File: config.mk
export PLATFORM = sky130hd
export DESIGN_NAME = mmid_mod_cell
export DESIGN_NICKNAME = d
export VERILOG_FILES = /design/src/hdl/assert_macros.svh /design/src/hdl/mmid_pkg.sv /design/src/hdl/mmid_mod_cell.sv
export SDC_FILE = /design/constraint.sdc
export NUM_CORES = 1
export LEC_CHECK = 0
export BUFFER_PORTS_ARGS = -buffer_cell sky130_fd_sc_hd__buf_2
export CAP_MARGIN = 15
export CORE_AREA = 3 3 164 166
export DETAILED_ROUTE_END_ITERATION = 6
export DIE_AREA = 0 0 167 169
export PLACE_DENSITY = 0.77
export SYNTH_ARGS = -nofsm -noshare
export SYNTH_HDL_FRONTEND = slang
export SYNTH_SLANG_ARGS = --single-unit
File: constraint.sdc
create_clock -name clk -period 0.8 [get_ports clk]
set_clock_uncertainty 0.05 [all_clocks]
set_input_delay 0.08 -clock clk [delete_from_list [all_inputs] [get_ports clk]]
set_output_delay 0.08 -clock clk [all_outputs]
set_load 0.05 [all_outputs]
File: src/hdl/assert_macros.svh
// Assertion macros shared by the minimum-image distance RTL.
// Depends on nothing; included by the files that carry assertions.
`ifndef ASSERT_MACROS_SVH
`define ASSERT_MACROS_SVH

// clocked assertion, off while reset is applied
`define MMID_ASSERT(lbl, clk_s, rst_n_s, prop, msg) \
	lbl: assert property (@(posedge clk_s) disable iff (!rst_n_s) prop) else $error(msg);

// clocked assertion that also holds during reset
`define MMID_ASSERT_ALWAYS(lbl, clk_s, prop, msg) \
	lbl: assert property (@(posedge clk_s) prop) else $error(msg);

`endif

File: src/hdl/mmid_pkg.sv
// Types and constants for the minimum-image distance pipeline.
// No dependencies; imported by the cells and the top level.
package mmid_pkg;
	localparam int LANES      = 3;
	localparam int CELL_W     = 31;
	localparam int WRAP_W     = 30;
	localparam int SQ_W       = 2 * WRAP_W;
	localparam int SUM_W      = SQ_W + 2;
	localparam int SQRT_STEPS = SUM_W / 2;
	localparam int OUT_W      = 32;

	typedef logic [CELL_W-1:0] cell_len_t;
	typedef logic [SUM_W-1:0]  sum_t;

	localparam cell_len_t CELL_RESET = 31'd65536;
endpackage

File: src/hdl/mmid_mod_cell.sv
// One restoring-division step of the per-axis remainder, all three axes.
// Depends on mmid_pkg.
module mmid_mod_cell #(
	parameter int MAG_W = 33
) (
	input  logic                                                  clk,
	input  logic                                                  arst_n,
	input  logic                                                  en,
	input  mmid_pkg::cell_len_t                                   cell_length,
	input  logic                                                  valid_in,
	input  logic [mmid_pkg::LANES-1:0][mmid_pkg::CELL_W-1:0]      rem_in,
	input  logic [mmid_pkg::LANES-1:0][MAG_W-1:0]                 mag_in,
	output logic                                                  valid_out,
	output logic [mmid_pkg::LANES-1:0][mmid_pkg::CELL_W-1:0]      rem_out,
	output logic [mmid_pkg::LANES-1:0][MAG_W-1:0]                 mag_out
);
	import mmid_pkg::*;

	logic [LANES-1:0][CELL_W-1:0] rem_n;
	logic [LANES-1:0][MAG_W-1:0]  mag_n;
	logic                         valid_s1;
	logic [LANES-1:0][CELL_W-1:0] rem_s1;
	logic [LANES-1:0][MAG_W-1:0]  mag_s1;

	always_comb begin
		for (int l = 0; l < LANES; l++) begin
			logic [CELL_W:0] trial;
			trial = {rem_in[l], mag_in[l][MAG_W-1]};
			if (trial >= {1'b0, cell_length}) begin
				rem_n[l] = CELL_W'(trial - {1'b0, cell_length});
			end else begin
				rem_n[l] = trial[CELL_W-1:0];
			end
			mag_n[l] = {mag_in[l][MAG_W-2:0], 1'b0};
		end
	end

	always_ff @(posedge clk or negedge arst_n) begin
		if (!arst_n) begin
			valid_s1 <= 1'b0;
		end else if (en) begin
			valid_s1 <= valid_in;
		end
	end

	always_ff @(posedge clk) begin
		if (en) begin
			rem_s1 <= rem_n;
			mag_s1 <= mag_n;
		end
	end

	assign valid_out = valid_s1;
	assign rem_out   = rem_s1;
	assign mag_out   = mag_s1;
endmodule

# ---- After elaboration in Yosys (flattened, before gate mapping)
# Cells that the tools add are included.
dict set report totals {
  ff_bits 190
}
dict set report classes {
  n_mux 3
  magnitude_cmp 3
  n_addsub 3
}
# cell count
set op_table {}
lappend op_table {{greater-or-equal comparator 32 x 31 -> 1 bit} 3}
lappend op_table {{2-to-1 mux 31 bit} 3}
lappend op_table {{subtractor 31 bit} 3}

# ---- Logic depth before layout (Yosys ltp)
dict set report depth {
  ltp_word 2
  mapped_depth 13
}

# ---- Least setup slack after synthesis
# No wires, ideal clock.
dict set report synth_path {
  kind {input -> register}
  startpoint {in cell_length[11]}
  endpoint {reg rem_s1, in the netlist rem_out[64] (data pin)}
  path_buffers 1
  arrival_time_ns 2.269
  setup_time_ns 0.262
  stages 11
  setup_slack_ns -1.781
  cell_sequence {inv_1 ha_1 a21o_1 o21bai_1 a21oi_2 o21ai_2 o21ai_1 nand3_1 a311oi_4 buf_4 mux2_1}
}
# element line_no
set synth_rtl {}
lappend synth_rtl {{start: declaration} mmid_mod_cell.sv:9} ;# input mmid_pkg::cell_len_t cell_length,
lappend synth_rtl {{end signal: assignment} mmid_mod_cell.sv:48} ;# rem_s1 <= rem_n;
lappend synth_rtl {{end: declaration} mmid_mod_cell.sv:22} ;# logic [LANES-1:0][CELL_W-1:0] rem_s1;

==> flow_metrics.py <==
metrics = {
    "synthesis": {
        "synth_seq_cells": 190,
        "synthArstFlopShare_pct": 0.526,
        "ys.warnings.count": 0,
        "post_synth.cell_area_avg_um2": 10.9,
        "seq_area_frac_synth_pct": 46.0,
        "synth-edff-count": 189,
        "synthCells": 1135,
        "synth_ff_type": "edfxtp_1",
        "syn_area_um2": 12400,
        "synth_cell_types": 81,
    },
    "layout": {
        "stdcell_count": 2381,
        "area_growth_pct": 75.1,
        "finalNetCount": 2352,
        "drive_above_1_share_pct": 48.9,
    },
    "worst_setup_path": {
        "cp-start-kind": "input port",
        "end_kind": "flip-flop",
        "path_max_fanout": 5,
        "crit_arrival_ns": 2.57,
        "critPathKind": "in -> reg",
        "worst-endpoint-required_ns": 0.93,
        "reg2reg_from": "valid_out",
        "critPathLaunch": "cell_length[6]",
    },
    "job": {
        "drv_cap": 0,
    },
    "run_status": {
        "violations": "negative hold slack, negative setup slack",
        "status": "complete, but fails checks",
    },
    "die": {
        "fp.dieArea_um2": 28200,
        "die_h_um": 169,
        "start_util_pct": 48.1,
        "ios": 420,
        "core_area_um2": 25800,
        "rows": 59,
        "die_x_um": 167,
    },
    "power": {
        "ir_drop_mv": 1.62,
        "powerDensity_nw_per_um2": 1870,
        "power.total_w": 0.0407,
        "leakage_nw": 9.96,
    },
    "min_path": {
        "hp-start": "rem_in[24]",
        "hp-class": "in -> reg",
    },
    "cts": {
        "cts_buffer_depth": 2,
        "root_buffer": "clkbuf_16",
        "htreeDepth": 4,
        "insertion_delay_ns": 0.44,
        "postCtsHoldBufs": 118,
        "clkSinkCount": 190,
        "clk_pin_slew_worst_paths_ns": 0.09,
        "cts_tree": "done",
        "cts_made_buffers": 17,
    },
    "place": {
        "dp_cells": 2197,
        "hpwl_mm": 36.2,
        "pre_cts_ws_ns": -1.99,
        "io_buffers": 416,
        "routabilityCongestion": 0.965,
    },
    "timing": {
        "slew_headroom_pct": 61.8,
        "final.setup.worst_slack_ns": -1.64,
        "hold_violations": 48,
        "period_needed_ns": 2.44,
        "period_share_pct": 304,
        "timing.hold.ws_ns": -0.0883,
        "finalMaxSlewViolations": 0,
        "tightest_slew_ns": 0.567,
        "max_freq_mhz": 411,
        "rsz0062_at_grt": "yes",
        "setup_violations": 284,
    },
    "detailed_routing": {
        "vias_per_cell": 5.71,
        "wl_per_cell_um": 22.8,
        "ant_nets": 0,
        "dr.pass1.iters": 7,
        "drt_wl_total_mm": 54.3,
        "drc": 0,
        "drt_iter0_markers": 1076,
        "vias": 13600,
    },
    "global_route": {
        "grt-ovfl-total": 0,
        "grt_usage_pct": 36.0,
        "antenna_found_initial": 6,
        "grt_pass1_wl_mm": 79.2,
        "grt_pass1_vias": 13900,
        "grt_max_degree": 46,
    },
}
==> where the power goes <==
part	switching [W]	total, W	internal (W)
Clock	0.00470	0.00895	0.00424
Combinational	0.0102	0.0185	0.00825
Sequential	0.000765	0.0133	0.0125
Total	0.0157	0.0407	0.0250
==> final cells by class <==
type	instances	area [um^2]
Antenna cell	4	10.0
Clock buffer	18	429
Clock inverter	14	178
Fill cell	1330	4050
Inverter	56	226
Multi-Input combinational cell	846	6980
Sequential cell	190	5700
Tap cell	335	419
Timing Repair Buffer	918	7770
==> final timing paths <==
| path | depth (start not counted) | slack, ns | to |
|---|---|---|---|
| worst max-delay path | 13 | -1.64 | rem_out[70] |
| worst min-delay path | 2 | -0.09 | rem_out[25] |
| worst max register to register | 1 | -0.03 | valid_out |
| worst min register to register | 1 | 0.50 | valid_out |
| max in group asynchronous | 3 | 0.14 | valid_out |
| min in group asynchronous | 3 | 0.44 | valid_out |
==> flip-flops by register name, indices dropped and copies added (netlist names) <==
signal / cells
valid_out: 1
mag_out: 96
rem_out: 93
==> synthesized netlist by cell type, types with 4 or more instances <==
cell / count / area share, %
o31ai_1: 5 / 0.30
o21ai_0: 52 / 2.1
o21a_1: 9 / 0.54
nor4_1: 4 / 0.20
and2_1: 8 / 0.40
and4_1: 7 / 0.49
o21bai_1: 14 / 0.85
or3_1: 5 / 0.25
nand4_1: 28 / 1.4
mux2i_1: 5 / 0.40
nand2b_1: 15 / 0.76
clkbuf_1: 17 / 0.51
and3_2: 4 / 0.24
buf_4: 8 / 0.48
a211oi_1: 12 / 0.73
xor2_1: 29 / 2.0
inv_1: 56 / 1.7
o211a_1: 4 / 0.32
a21o_1: 46 / 2.8
nor2_1: 50 / 1.5
mux2_1: 48 / 4.4
nand2_1: 90 / 2.7
a31oi_1: 15 / 0.76
nor3_1: 9 / 0.36
mux2_4: 9 / 1.1
and3_1: 6 / 0.30
nand3_1: 21 / 0.85
a21boi_0: 4 / 0.24
ha_1: 93 / 9.4
nor3b_1: 4 / 0.24
o211ai_1: 11 / 0.67
xnor2_1: 47 / 3.3
buf_2: 14 / 0.56
a21oi_1: 84 / 3.4
nor2b_1: 10 / 0.50
edfxtp_1: 189 / 46
o21ai_1: 37 / 1.5
==> what timing repair did <==
item	4_1_cts	5_1_grt
resized for setup	459	52
cloned	5	2
hold endpoints to repair	174	49
setup buffers	16	8
setup endpoints to repair	284	284
pin swaps	15	18
==> per-layer routing <==
layer / global-route usage, % / part of all wire, %
met5: 0 / 0.061
met3: 6.00 / 6.6
met4: 20.9 / 7.4
met2: 64.8 / 50
met1: 40.4 / 36
==> cell usage in the layout, fill, tap and decap left out, types with 8 or more instances in the layout <==
| master | count |
|---|---|
| nand3_1 | 19 |
| nor2b_1 | 9 |
| nor3_1 | 8 |
| mux2_4 | 59 |
| a21oi_1 | 73 |
| o21ai_0 | 43 |
| buf_6 | 201 |
| o21ai_1 | 41 |
| nand4_1 | 28 |
| a21o_1 | 46 |
| o21bai_1 | 14 |
| a21oi_2 | 12 |
| ha_1 | 75 |
| inv_2 | 8 |
| inv_1 | 46 |
| buf_2 | 221 |
| a31oi_1 | 10 |
| clkbuf_16 | 19 |
| nor2_1 | 48 |
| edfxtp_1 | 189 |
| o211ai_1 | 11 |
| buf_12 | 16 |
| xor2_1 | 29 |
| xnor2_1 | 47 |
| nand2_1 | 86 |
| o21a_1 | 9 |
| ha_4 | 15 |
| dlygate4sd3_1 | 118 |
| buf_4 | 349 |
| nand2b_1 | 12 |
==> logic make-up after synthesis <==
family,synth area share (%)
compound gates,17.8
fa+ha+maj,9.87
buf+inv,3.92
xor+xnor,5.37
simple gates,10.9
flops,46.0
other cells,0.0302
mux,6.12
==> critical path, stage by stage <==
cell	delay, ns
buf_2	0.11
inv_1	0.17
ha_1	0.30
o21ai_1	0.28
a21oi_1	0.20
o21ai_4	0.12
o21ai_2	0.09
o21ai_2	0.17
nand3_2	0.10
a311oi_4	0.32
buf_6	0.19
buf_12	0.13
mux2_4	0.30
==> through the flow <==
step,area (um^2),setup TNS (ns),hold WS (ns),util (%)
3_3_place_gp,17800,-188.81,-0.194,69.2
4_1_cts,21300,-194.67,-0.107,82.8
5_1_grt,21700,-217.39,-0.0981,84.3
3_5_place_dp,17800,-193.94,-0.194,69.2
2_1_floorplan,12800,-143.80,-0.266,-
6_report,21700,-204.90,-0.0883,84.3
(Power assumes the default switching activity.)
