File: src/hdl/assert_macros.svh
// Assertion macros shared by the minimum-image distance RTL.
// Depends on nothing; included by the files that carry assertions.
`ifndef ASSERT_MACROS_SVH
`define ASSERT_MACROS_SVH

// clocked assertion, off while reset is applied
`define MMID_ASSERT(lbl, clk_s, rst_n_s, prop, msg) \
	lbl: assert property (@(posedge clk_s) disable iff (!rst_n_s) prop) else $error(msg);

// clocked assertion that also holds during reset
`define MMID_ASSERT_ALWAYS(lbl, clk_s, prop, msg) \
	lbl: assert property (@(posedge clk_s) prop) else $error(msg);

`endif

File: src/hdl/mmid_pkg.sv
// Types and constants for the minimum-image distance pipeline.
// No dependencies; imported by the cells and the top level.
package mmid_pkg;
	localparam int LANES      = 3;
	localparam int CELL_W     = 31;
	localparam int WRAP_W     = 30;
	localparam int SQ_W       = 2 * WRAP_W;
	localparam int SUM_W      = SQ_W + 2;
	localparam int SQRT_STEPS = SUM_W / 2;
	localparam int OUT_W      = 32;

	typedef logic [CELL_W-1:0] cell_len_t;
	typedef logic [SUM_W-1:0]  sum_t;

	localparam cell_len_t CELL_RESET = 31'd65536;
endpackage

File: src/hdl/mmid_sqrt_cell.sv
// One digit-by-digit step of the integer square root.
// Depends on mmid_pkg.
module mmid_sqrt_cell #(
	parameter int STEP = 0
) (
	input  logic           clk,
	input  logic           arst_n,
	input  logic           en,
	input  logic           valid_in,
	input  mmid_pkg::sum_t rad_in,
	input  mmid_pkg::sum_t res_in,
	output logic           valid_out,
	output mmid_pkg::sum_t rad_out,
	output mmid_pkg::sum_t res_out
);
	import mmid_pkg::*;

	localparam sum_t BIT = sum_t'(1) << (2 * STEP);

	sum_t trial;
	sum_t rad_n;
	sum_t res_n;
	logic valid_s1;
	sum_t rad_s1;
	sum_t res_s1;

	always_comb begin
		trial = res_in + BIT;
		if (rad_in >= trial) begin
			rad_n = rad_in - trial;
			res_n = (res_in >> 1) + BIT;
		end else begin
			rad_n = rad_in;
			res_n = res_in >> 1;
		end
	end

	always_ff @(posedge clk or negedge arst_n) begin
		if (!arst_n) begin
			valid_s1 <= 1'b0;
		end else if (en) begin
			valid_s1 <= valid_in;
		end
	end

	always_ff @(posedge clk) begin
		if (en) begin
			rad_s1 <= rad_n;
			res_s1 <= res_n;
		end
	end

	assign valid_out = valid_s1;
	assign rad_out   = rad_s1;
	assign res_out   = res_s1;
endmodule

File: config.mk
export PLATFORM = sky130hd
export DESIGN_NAME = mmid_sqrt_cell
export DESIGN_NICKNAME = d
export VERILOG_FILES = /design/src/hdl/assert_macros.svh /design/src/hdl/mmid_pkg.sv /design/src/hdl/mmid_sqrt_cell.sv
export SDC_FILE = /design/constraint.sdc
export NUM_CORES = 1
export LEC_CHECK = 0
export BUFFER_PORTS_ARGS = -buffer_cell sky130_fd_sc_hd__buf_2
export CAP_MARGIN = 10
export CORE_MARGIN = 2
export CORE_UTILIZATION = 50
export CTS_CLUSTER_SIZE = 16
export DETAILED_ROUTE_END_ITERATION = 12
export GPL_ROUTABILITY_DRIVEN = 0
export PLACE_DENSITY = 0.75
export SLEW_MARGIN = 20
export SYNTH_ARGS = -nofsm -noshare
export SYNTH_HDL_FRONTEND = slang
export SYNTH_SLANG_ARGS = --single-unit
File: constraint.sdc
create_clock -name clk -period 1.8 [get_ports clk]
set_clock_uncertainty 0.2 [all_clocks]
set_input_delay 0.18 -clock clk [delete_from_list [all_inputs] [get_ports clk]]
set_output_delay 0.18 -clock clk [all_outputs]
set_load 0.01 [all_outputs]
==> results by group, run 1 <==
Outcome
  • Outcome: did not finish
  • Last flow stage reached: 5_1_grt
  • Error that ended the run: [ERROR GRT-0232] Routing congestion too high. Check the congestion heatmap in the GUI.

STA
  • Kind of the worst endpoint: register data pin
  • Worst Endpoint after GRT Repair: res_out[29]$_DFFE_PP_/D

Global routing
  • Pin count of the biggest net entering global routing: 58
  • Congestion Overflow GR: 295
  • Global routing usage summed across all routing layers: 81.5%

Synthesis
  • Seq/Total Area, Yosys: a little over a third
  • Syn Std Cell Area: 10600 sq um
  • Number of enable flip-flop cells after synthesis: 124
  • Number of flip-flops and latches in the synthesized netlist: 125
  • Yosys warning count: 0
  • Cells after Synth: 1230
  • Number of distinct library cells after synthesis: 64
  • Main synth FF type: sky130_fd_sc_hd__edfxtp_1
  • Largest cells by area after synthesis: sky130_fd_sc_hd__edfxtp_1 35%, sky130_fd_sc_hd__ha_1 7.6%, sky130_fd_sc_hd__xnor2_1 7.4%
  • Net count after synthesis: 1423
  • Ys async rst share: less than 1%
  • Synth area leader: sky130_fd_sc_hd__edfxtp_1
  • Average size of a mapped cell: between 8 and 9 sq um
  • Post-synth top area share: 35.1%

Clocking
  • Root buffer selected by CTS: sky130_fd_sc_hd__clkbuf_16
  • H-tree depth: 4
  • Number of sinks handled by clock tree synthesis: 125
  • Number of buffers created by CTS: 17
  • Largest buffer count on any clock path: 2

Floorplan
  • Overall die width: 150 microns
  • Placement Rows: 53
  • Initial core utilization: 50.7%
  • IO Count: roughly 250
  • DIE HEIGHT: 150 microns

Placed design
  • Post-detail-place hpwl: around 32000 microns
  • Number of port buffers: 252
[cells in the mapped netlist, types with 6 or more instances]
cell,count
sky130_fd_sc_hd__a21o_1,23
sky130_fd_sc_hd__a21oi_1,77
sky130_fd_sc_hd__a31oi_1,10
sky130_fd_sc_hd__and2_1,7
sky130_fd_sc_hd__and3_1,20
sky130_fd_sc_hd__buf_2,35
sky130_fd_sc_hd__clkbuf_1,26
sky130_fd_sc_hd__edfxtp_1,124
sky130_fd_sc_hd__ha_1,64
sky130_fd_sc_hd__inv_1,24
sky130_fd_sc_hd__nand2_1,187
sky130_fd_sc_hd__nand3_1,40
sky130_fd_sc_hd__nand4_1,49
sky130_fd_sc_hd__nor2_1,96
sky130_fd_sc_hd__nor2b_1,8
sky130_fd_sc_hd__nor3_1,29
sky130_fd_sc_hd__nor3_2,6
sky130_fd_sc_hd__nor4_1,19
sky130_fd_sc_hd__o211ai_1,7
sky130_fd_sc_hd__o21a_1,12
sky130_fd_sc_hd__o21ai_0,95
sky130_fd_sc_hd__o21ai_1,6
sky130_fd_sc_hd__o21bai_1,7
sky130_fd_sc_hd__or2_2,7
sky130_fd_sc_hd__or3_1,11
sky130_fd_sc_hd__or4_1,6
sky130_fd_sc_hd__xnor2_1,89
sky130_fd_sc_hd__xor2_1,87
[through the flow]
step | instance area [sq um] | std cells | utilization [%] | setup WS, ns
2_1_floorplan | 11000 | 1230 | - | -2.41
3_3_place_gp | 15600 | 2124 | 74.7 | -3.00
3_5_place_dp | 15600 | 2124 | 74.7 | -3.11
4_1_cts | 18100 | 2294 | 86.7 | -2.39
[metal layers]
layer | GRT overflow | track usage, %
met2 | 177 | 98.1
met1 | 2 | 79.4
met4 | 112 | 89.9
met3 | 2 | 65.9
met5 | 2 | 20.2
[kinds of logic after synthesis]
logic type | count (synthesis) | synth area share, %
adders and majority gates | 65 | 7.75
muxes | 2 | 0.201
and+or+nand+nor | 503 | 23.0
DFF | 125 | 35.4
AOI/OAI and AO/OA | 271 | 15.5
xor gates and xnor gates | 176 | 14.5
buffers and inverters | 88 | 3.67
[timing repair]
item,CTS
pin swaps,51
setup endpoints to repair,124
endpoints found under the hold margin,85
cloned,8
hold buffers,83
resized for setup,117
setup buffers,48
==> run 2: changes to the inputs <==
--- a/config.mk
+++ b/config.mk
@@ -8,11 +8,10 @@
 export BUFFER_PORTS_ARGS = -buffer_cell sky130_fd_sc_hd__buf_2
 export CAP_MARGIN = 10
 export CORE_MARGIN = 2
-export CORE_UTILIZATION = 50
-export CTS_CLUSTER_SIZE = 16
+export CORE_UTILIZATION = 35
 export DETAILED_ROUTE_END_ITERATION = 12
 export GPL_ROUTABILITY_DRIVEN = 0
-export PLACE_DENSITY = 0.75
+export PLACE_DENSITY_LB_ADDON = 0.15
 export SLEW_MARGIN = 20
 export SYNTH_ARGS = -nofsm -noshare
 export SYNTH_HDL_FRONTEND = slang
==> run 2 against run 1 <==
Synthesized cell count unchanged; the flow now finishes, with violations (negative setup slack); area after synthesis unchanged.
==> results by group, run 2 <==
Final layout
  • Layout cells sized above 1: 49.9%
  • Final-stage net count: 2223
  • Most common cell after layout, fill and taps aside: sky130_fd_sc_hd__buf_4
  • Highest-count cells in the layout ignoring fill and taps: 460 x sky130_fd_sc_hd__buf_4, 245 x sky130_fd_sc_hd__buf_2, 129 x sky130_fd_sc_hd__nand2_1
  • Post-route cell area: 19300 sq um
  • Number of standard cells in the layout, taps in and fillers out: 2436
  • Area overhead of the layout relative to synthesis: 82.4%

Placed design
  • Post-DP Area: 15800 sq um
  • Placed instance count: 2254
  • Post-detail-place hpwl: 34600 microns
  • Number of port buffers: 252

Clocking
  • Number of sinks handled by clock tree synthesis: 125
  • Root buffer selected by CTS: sky130_fd_sc_hd__clkbuf_16
  • Source-to-sink clock delay at the later pin of the worst-skew pair: 0.43 ns
  • Largest buffer count on any clock path: 2
  • Worst-path clk slew: roughly 0.070 ns
  • Number of buffers created by CTS: 17
  • Clock tree from TritonCTS: done
  • H-tree depth: 4

STA
  • Worst hold slack across all endpoints: ~0.018 ns
  • Highest Clock Rate: 218 MHz
  • Part of the cycle the worst path needs: 255%
  • Transition at the pin with the smallest max-transition slack: 0.831 ns
  • Final hold vios: 0
  • Number of failing setup endpoints in the final timing report: 124
  • Crit path time final: 4.59 ns
  • Worst setup slack after layout: -2.79 ns
  • Final max-slew violation count: 0
  • Relative max-transition margin: 43.1%
  • Total negative slack: -331.24 ns
  • Setup repair after global routing missed its margin: true

Setup path
  • Maximum fanout along the worst path: 5
  • Path type of the worst setup path: input pin to flop
  • Endpoint type of the worst setup path: flop
  • Capture instance of the worst register-to-register path: valid_out
  • Worst Path Arrival: between 4 and 5 ns
  • Crit start category: input pin
  • Worst reg2reg path startpoint: valid_out
  • Worst reg2reg setup slack: 0.86 ns
  • Logic depth of the worst register-to-register path: 1
  • Endpoint required time on the critical path: 1.78 ns

Power
  • Worst IR drop on VDD: between 0.6 and 0.7 mV
  • Power density of the placed cells: between 600 and 700 nW/um^2
  • Leakage power figure: 8.86 nW

Floorplan
  • Placement Rows: 63
  • IO Count: ~250
  • Floorplan die area: 31700 sq um
  • Overall die width: between 150 and 200 microns
  • Initial core utilization: 35.7%
  • Core area: 29700 sq um
  • DIE HEIGHT: 178 microns

Hold path
  • Path category of the worst min-delay check: input pin to flop
  • Startpoint of the lowest-slack hold path: res_in[14]
  • Cells on Worst Hold Path: 3
  • End of the worst hold path: res_out[13]

Synthesis
  • Number of enable flip-flop cells after synthesis: 124
  • Net count after synthesis: 1423
  • Post-synth top area share: 35.1%
  • Number of distinct library cells after synthesis: 64
  • Seq/Total Area, Yosys: 35.4%
  • Main synth FF type: sky130_fd_sc_hd__edfxtp_1
  • Most common cell in the netlist: sky130_fd_sc_hd__nand2_1
  • Synth area leader: sky130_fd_sc_hd__edfxtp_1
  • Number of flip-flops and latches in the synthesized netlist: about 130
  • Ys async rst share: 0.800%
  • Largest cells by area after synthesis: sky130_fd_sc_hd__edfxtp_1 35%, sky130_fd_sc_hd__ha_1 7.6%, sky130_fd_sc_hd__xnor2_1 7.4%
  • Syn Std Cell Area: 10600 sq um
  • Average size of a mapped cell: 8.62 sq um
  • Cells after Synth: roughly 1200
  • Yosys warning count: 0
  • Most instantiated cells after synthesis: 187 x sky130_fd_sc_hd__nand2_1, 124 x sky130_fd_sc_hd__edfxtp_1, 96 x sky130_fd_sc_hd__nor2_1

Route
  • Post-route ant nets: 0
  • Vias post-DR: roughly 13000
  • Average via count per standard cell: 5.36
  • DRT Pass-1 Iters: 6
  • Initial DRC Count: approximately 1200
  • Routed wire length: 47700 microns
  • Drc violations: 0
  • Routed wire per std cell: 19.6 microns

Global routing
  • Via count of the first global-routing pass: 12700
  • Congestion Overflow GR: 0
  • Pin count of the biggest net entering global routing: 71
  • Global routing usage summed across all routing layers: 28.7%
  • First-pass GRT wire length: between 60000 and 70000 microns
  • Initial antenna violation count: 2

Flow run
  • Max cap viols: 0

Outcome
  • Outcome: finished, violations left
  • Failing checks: negative setup slack
run 2: cell counts after synthesis:
Identical to the previous run, type by type.
run 2: how the worst max path moves through the flow:
stage,startpoint,to
after detailed placement,res_in[1],res_out[53]
after floorplan,res_in[34],rad_out[48]
after global routing,res_in[15],res_out[53]
final,res_in[15],res_out[40]
after CTS,res_in[2],res_out[53]
after global placement,res_in[10],res_out[53]
run 2: through the flow:
step           total power, mW  utilization (%)  setup slack [ns]
6_report                  12.5             65.0             -2.79
3_3_place_gp              7.72             53.3             -3.35
3_5_place_dp              7.74             53.3             -3.36
4_1_cts                   12.0             61.6             -2.59
2_1_floorplan             5.71                -             -2.41
5_1_grt                   13.0             65.0             -2.88
run 2: final cells by class:
class,count,area (sq um)
antenna,3,7.51
clock buffer,18,429
clock inverter,14,151
fill,2423,10400
inverter,24,90.1
multi-input combinational,1019,7990
sequential,125,3750
tap,390,488
timing repair buffer,843,6420
run 2: worst max-delay path, stage by stage:
cell,delay (ns)
sky130_fd_sc_hd__buf_2,0.11
sky130_fd_sc_hd__and3_1,0.18
sky130_fd_sc_hd__nand2_1,0.12
sky130_fd_sc_hd__nor2_1,0.21
sky130_fd_sc_hd__nand2_2,0.13
sky130_fd_sc_hd__nor3_4,0.30
sky130_fd_sc_hd__nand4_1,0.29
sky130_fd_sc_hd__buf_4,0.24
sky130_fd_sc_hd__xor2_2,0.13
sky130_fd_sc_hd__ha_1,0.31
sky130_fd_sc_hd__buf_6,0.10
sky130_fd_sc_hd__and2_4,0.14
sky130_fd_sc_hd__nand4_1,0.24
sky130_fd_sc_hd__nor2_4,0.22
sky130_fd_sc_hd__and3_4,0.25
sky130_fd_sc_hd__nand4_1,0.25
sky130_fd_sc_hd__a31oi_2,0.31
sky130_fd_sc_hd__nor2_4,0.09
sky130_fd_sc_hd__o41a_4,0.19
sky130_fd_sc_hd__buf_8,0.17
sky130_fd_sc_hd__buf_4,0.14
sky130_fd_sc_hd__nor3_4,0.17
sky130_fd_sc_hd__xor2_2,0.12
run 2: layer usage:
layer / vias up / share of wire (%) / GRT usage (%)
li1: 6083 / - / -
met1: 6252 / 43 / 38.8
met2: 626 / 46 / 46.8
met3: 99 / 7.3 / 4.31
met4: 0 / 3.6 / 9.77
met5: - / 0 / 0
run 2: timing repair:
| action | CTS | global route |
|---|---|---|
| endpoints found under the setup margin | 124 | 124 |
| cloned | 8 | 8 |
| hold buffers | 84 | 3 |
| endpoints found under the hold margin | 82 | 3 |
| pin swaps | 59 | 89 |
| resized for setup | 149 | 174 |
| buffers inserted | 23 | 24 |
run 2: power breakdown:
| group | internal, mW | switching [mW] | total [mW] | leakage (nW) |
|---|---|---|---|---|
| Clock | 2.15 | 1.43 | 3.59 | 0.286 |
| Sequential | 3.63 | 0.107 | 3.73 | 1.22 |
| Combinational | 2.57 | 2.62 | 5.19 | 7.36 |
| Total | 8.35 | 4.16 | 12.5 | 8.86 |
run 2: cell families after synthesis:
family / share of synthesized area (%)
simple gates: 23.0
xor+xnor: 14.5
buf+inv: 3.67
compound gates: 15.5
flops: 35.4
mux: 0.201
fa+ha+maj: 7.75
(Power assumes the default switching activity.)
==> run 3: changes to the inputs <==
--- a/config.mk
+++ b/config.mk
@@ -11,7 +11,9 @@
 export CORE_UTILIZATION = 35
 export DETAILED_ROUTE_END_ITERATION = 12
 export GPL_ROUTABILITY_DRIVEN = 0
+export MAX_ROUTING_LAYER = met4
 export PLACE_DENSITY_LB_ADDON = 0.15
+export RECOVER_POWER = 100
 export SLEW_MARGIN = 20
 export SYNTH_ARGS = -nofsm -noshare
 export SYNTH_HDL_FRONTEND = slang
==> run 3 against run 2 <==
The flow still finishes with violations (negative setup slack); total power shrank 0.69%; cell count is the same; count of clock-buffer cells in the layout is the same; fmax shrank 0.18%; core utilization shrank 0.64 points; routed wire length shrank 0.31%; critical path depth is the same; critical path type unchanged; largest cell class unchanged; largest power group unchanged; highest routed layer unchanged.
==> results by group, run 3 (synthesized netlist as in run 2, its figures left out) <==
Outcome
  • Outcome: finished, violations left
  • Failing checks: negative setup slack

Power
  • Worst IR drop on VDD: 0.685 mV
  • Gate power share: ~41%
  • Switching Share: between 30% and 40%
  • Internal power component: around 8.3 mW
  • Leakage power figure: 8.50 nW
  • Power density of the placed cells: 649 nW/um^2
  • Sequential cell fraction of total power: 30.2%
  • Part of the power in the clock network: between 20% and 30%
  • Power, Total: 12.4 mW
  • Net switching power figure: around 4.2 mW

STA
  • Setup repair after global routing missed its margin: true
  • Final hold vios: 0
  • Worst setup slack after layout: -2.80 ns
  • Highest Clock Rate: 217 MHz
  • Part of the cycle the worst path needs: 256%
  • Final max-slew violation count: 0
  • Crit path time final: 4.60 ns
  • Number of failing setup endpoints in the final timing report: 124
  • Transition at the pin with the smallest max-transition slack: 1.33 ns
  • Relative max-transition margin: between 10% and 20%
  • Worst hold slack across all endpoints: between 0.01 and 0.015 ns

Global routing
  • First-pass GRT wire length: 68800 microns
  • Via count of the first global-routing pass: 12700
  • Pin count of the biggest net entering global routing: between 70 and 80
  • Congestion Overflow GR: 0
  • Global routing usage summed across all routing layers: 29.6%
  • Initial antenna violation count: 2

Placed design
  • Post-detail-place hpwl: 34600 microns
  • Setup WS pre-CTS: -3.36 ns
  • Number of port buffers: roughly 250
  • Placed instance count: between 2000 and 2500

Final layout
  • Area overhead of the layout relative to synthesis: 80.6%
  • Most common cell after layout, fill and taps aside: sky130_fd_sc_hd__buf_4
  • Filler cells: 2489
  • Final-stage net count: about 2200
  • Number of standard cells in the layout, taps in and fillers out: 2436
  • Highest-count cells in the layout ignoring fill and taps: 458 x sky130_fd_sc_hd__buf_4, 129 x sky130_fd_sc_hd__nand2_1, 128 x sky130_fd_sc_hd__clkbuf_1
  • Layout cells sized above 1: about 44%

Clocking
  • Number of sinks handled by clock tree synthesis: around 130
  • Source-to-sink clock delay at the later pin of the worst-skew pair: 0.43 ns
  • Root buffer selected by CTS: sky130_fd_sc_hd__clkbuf_16
  • Worst-path clk slew: 0.07 ns
  • Largest buffer count on any clock path: 2
  • Clock tree from TritonCTS: done
  • Number of buffers created by CTS: 17
  • H-tree depth: 4

Route
  • Vias post-DR: 13000
  • Average via count per standard cell: roughly 5.3
  • Drc violations: 0
  • DRT Pass-1 Iters: 7
  • Routed wire per std cell: approximately 20 microns
  • Routed wire length: 47600 microns
  • Initial DRC Count: 1219
  • Post-route ant nets: 0

Floorplan
  • Initial core utilization: a little over a third
  • Floorplan die area: 31700 sq um
  • Core area: 29700 sq um
  • Placement Rows: 63
  • Overall die width: 178 microns
  • IO Count: 253
  • DIE HEIGHT: 178 microns

Setup path
  • Worst reg2reg setup slack: 0.86 ns
  • Endpoint type of the worst setup path: flop
  • Critical path launch point: res_in[15]
  • Worst-path cell chain: buf_2, and3_1, nand2_1, nor2_1, nand2_2, nor3_4, nand4_1, buf_4, xor2_2, ha_1, buf_6, and2_4, nand4_1, nor2_4, and3_4, nand4_1, a31oi_2, nor2_4, o41a_4, buf_8, buf_4, nor3_4, xor2_2
  • Maximum fanout along the worst path: 5
  • Worst path most repeated cell: sky130_fd_sc_hd__nand4_1
  • Peak per-stage delay on the critical path: 0.31 ns
  • Endpoint required time on the critical path: between 1.5 and 2 ns
  • Logic depth of the worst register-to-register path: 1
  • Crit start category: input pin
  • Worst Path Arrival: 4.59 ns
  • Path type of the worst setup path: input pin to flop
  • Crit-path slowest cell: sky130_fd_sc_hd__ha_1
  • Worst reg2reg path startpoint: valid_out
  • Capture instance of the worst register-to-register path: valid_out
  • End of the critical path: res_out[40]

Flow run
  • Max cap viols: 0

Hold path
  • Path category of the worst min-delay check: input pin to flop
-- run 3: cell types whose count changed in the layout (fill, tap and decap cells not counted), sizes merged --
cell / before / now
buf: 749 / 620
clkbuf: 23 / 152
-- run 3: critical path: cells and delay by family --
kind	cells	cell delay (ns)
compound gates	2	0.50
xor+xnor	2	0.25
fa+ha+maj	1	0.31
buf+inv	5	0.75
simple gates	13	2.57
-- run 3: per-layer routing --
metal / vias to the layer above / global-route usage [%] / wire, microns
met5: - / - / 0
met4: 0 / 9.36 / 1620
met3: 95 / 3.84 / 3290
met2: 589 / 46.9 / 22000
met1: 6231 / 39.2 / 20600
li1: 6092 / - / -
-- run 3: metrics by stage --
step	cell area, sq um	utilization (%)	TNS, ns
after CTS	18300	61.6	-307.59
after global routing	19100	64.4	-343.96
after detailed placement	15800	53.3	-394.79
final	19100	64.4	-332.21
after global placement	15800	53.3	-389.05
after floorplan	11000	-	-286.83
-- run 3: repair_timing --
action                                  in CTS  in global routing
endpoints found under the hold margin       82                  3
pin swaps                                   59                 92
endpoints found under the setup margin     124                124
hold buffers                                84                  3
buffers inserted                            23                 24
gates resized for setup                    149                174
gates cloned                                 8                  8
-- run 3: worst min path at each step --
stage                     startpoint          end  slack (ns)  depth (start not counted)
after floorplan               arst_n    valid_out       -0.32                          0
after global placement        arst_n    valid_out       -0.25                          1
after detailed placement      arst_n    valid_out       -0.24                          1
after CTS                 res_in[14]  res_out[13]      0.0004                          3
after global routing      res_in[15]  res_out[14]       0.009                          3
final                     res_in[14]  res_out[13]        0.01                          3
-- run 3: cell type report --
type	instances	area (sq um)	area share, %
clock buffers	18	429	2.24
flip-flops and latches	125	3750	19.6
repair buffers	843	6230	32.6
well taps	390	488	2.55
multi-input cells	1019	7990	41.8
clock inverters	14	151	0.791
inverters	24	90.1	0.471
diodes	3	7.51	0.0392
-- run 3: power groups by stage --
stage / sequential, mW / clock [mW] / combinational [mW]
after floorplan: 3.96 / 0 / 1.75
after CTS: 3.74 / 3.61 / 4.63
final: 3.75 / 3.59 / 5.09
after detailed placement: 3.78 / 0 / 3.95
after global routing: 3.77 / 3.72 / 5.44
after global placement: 3.79 / 0 / 3.93
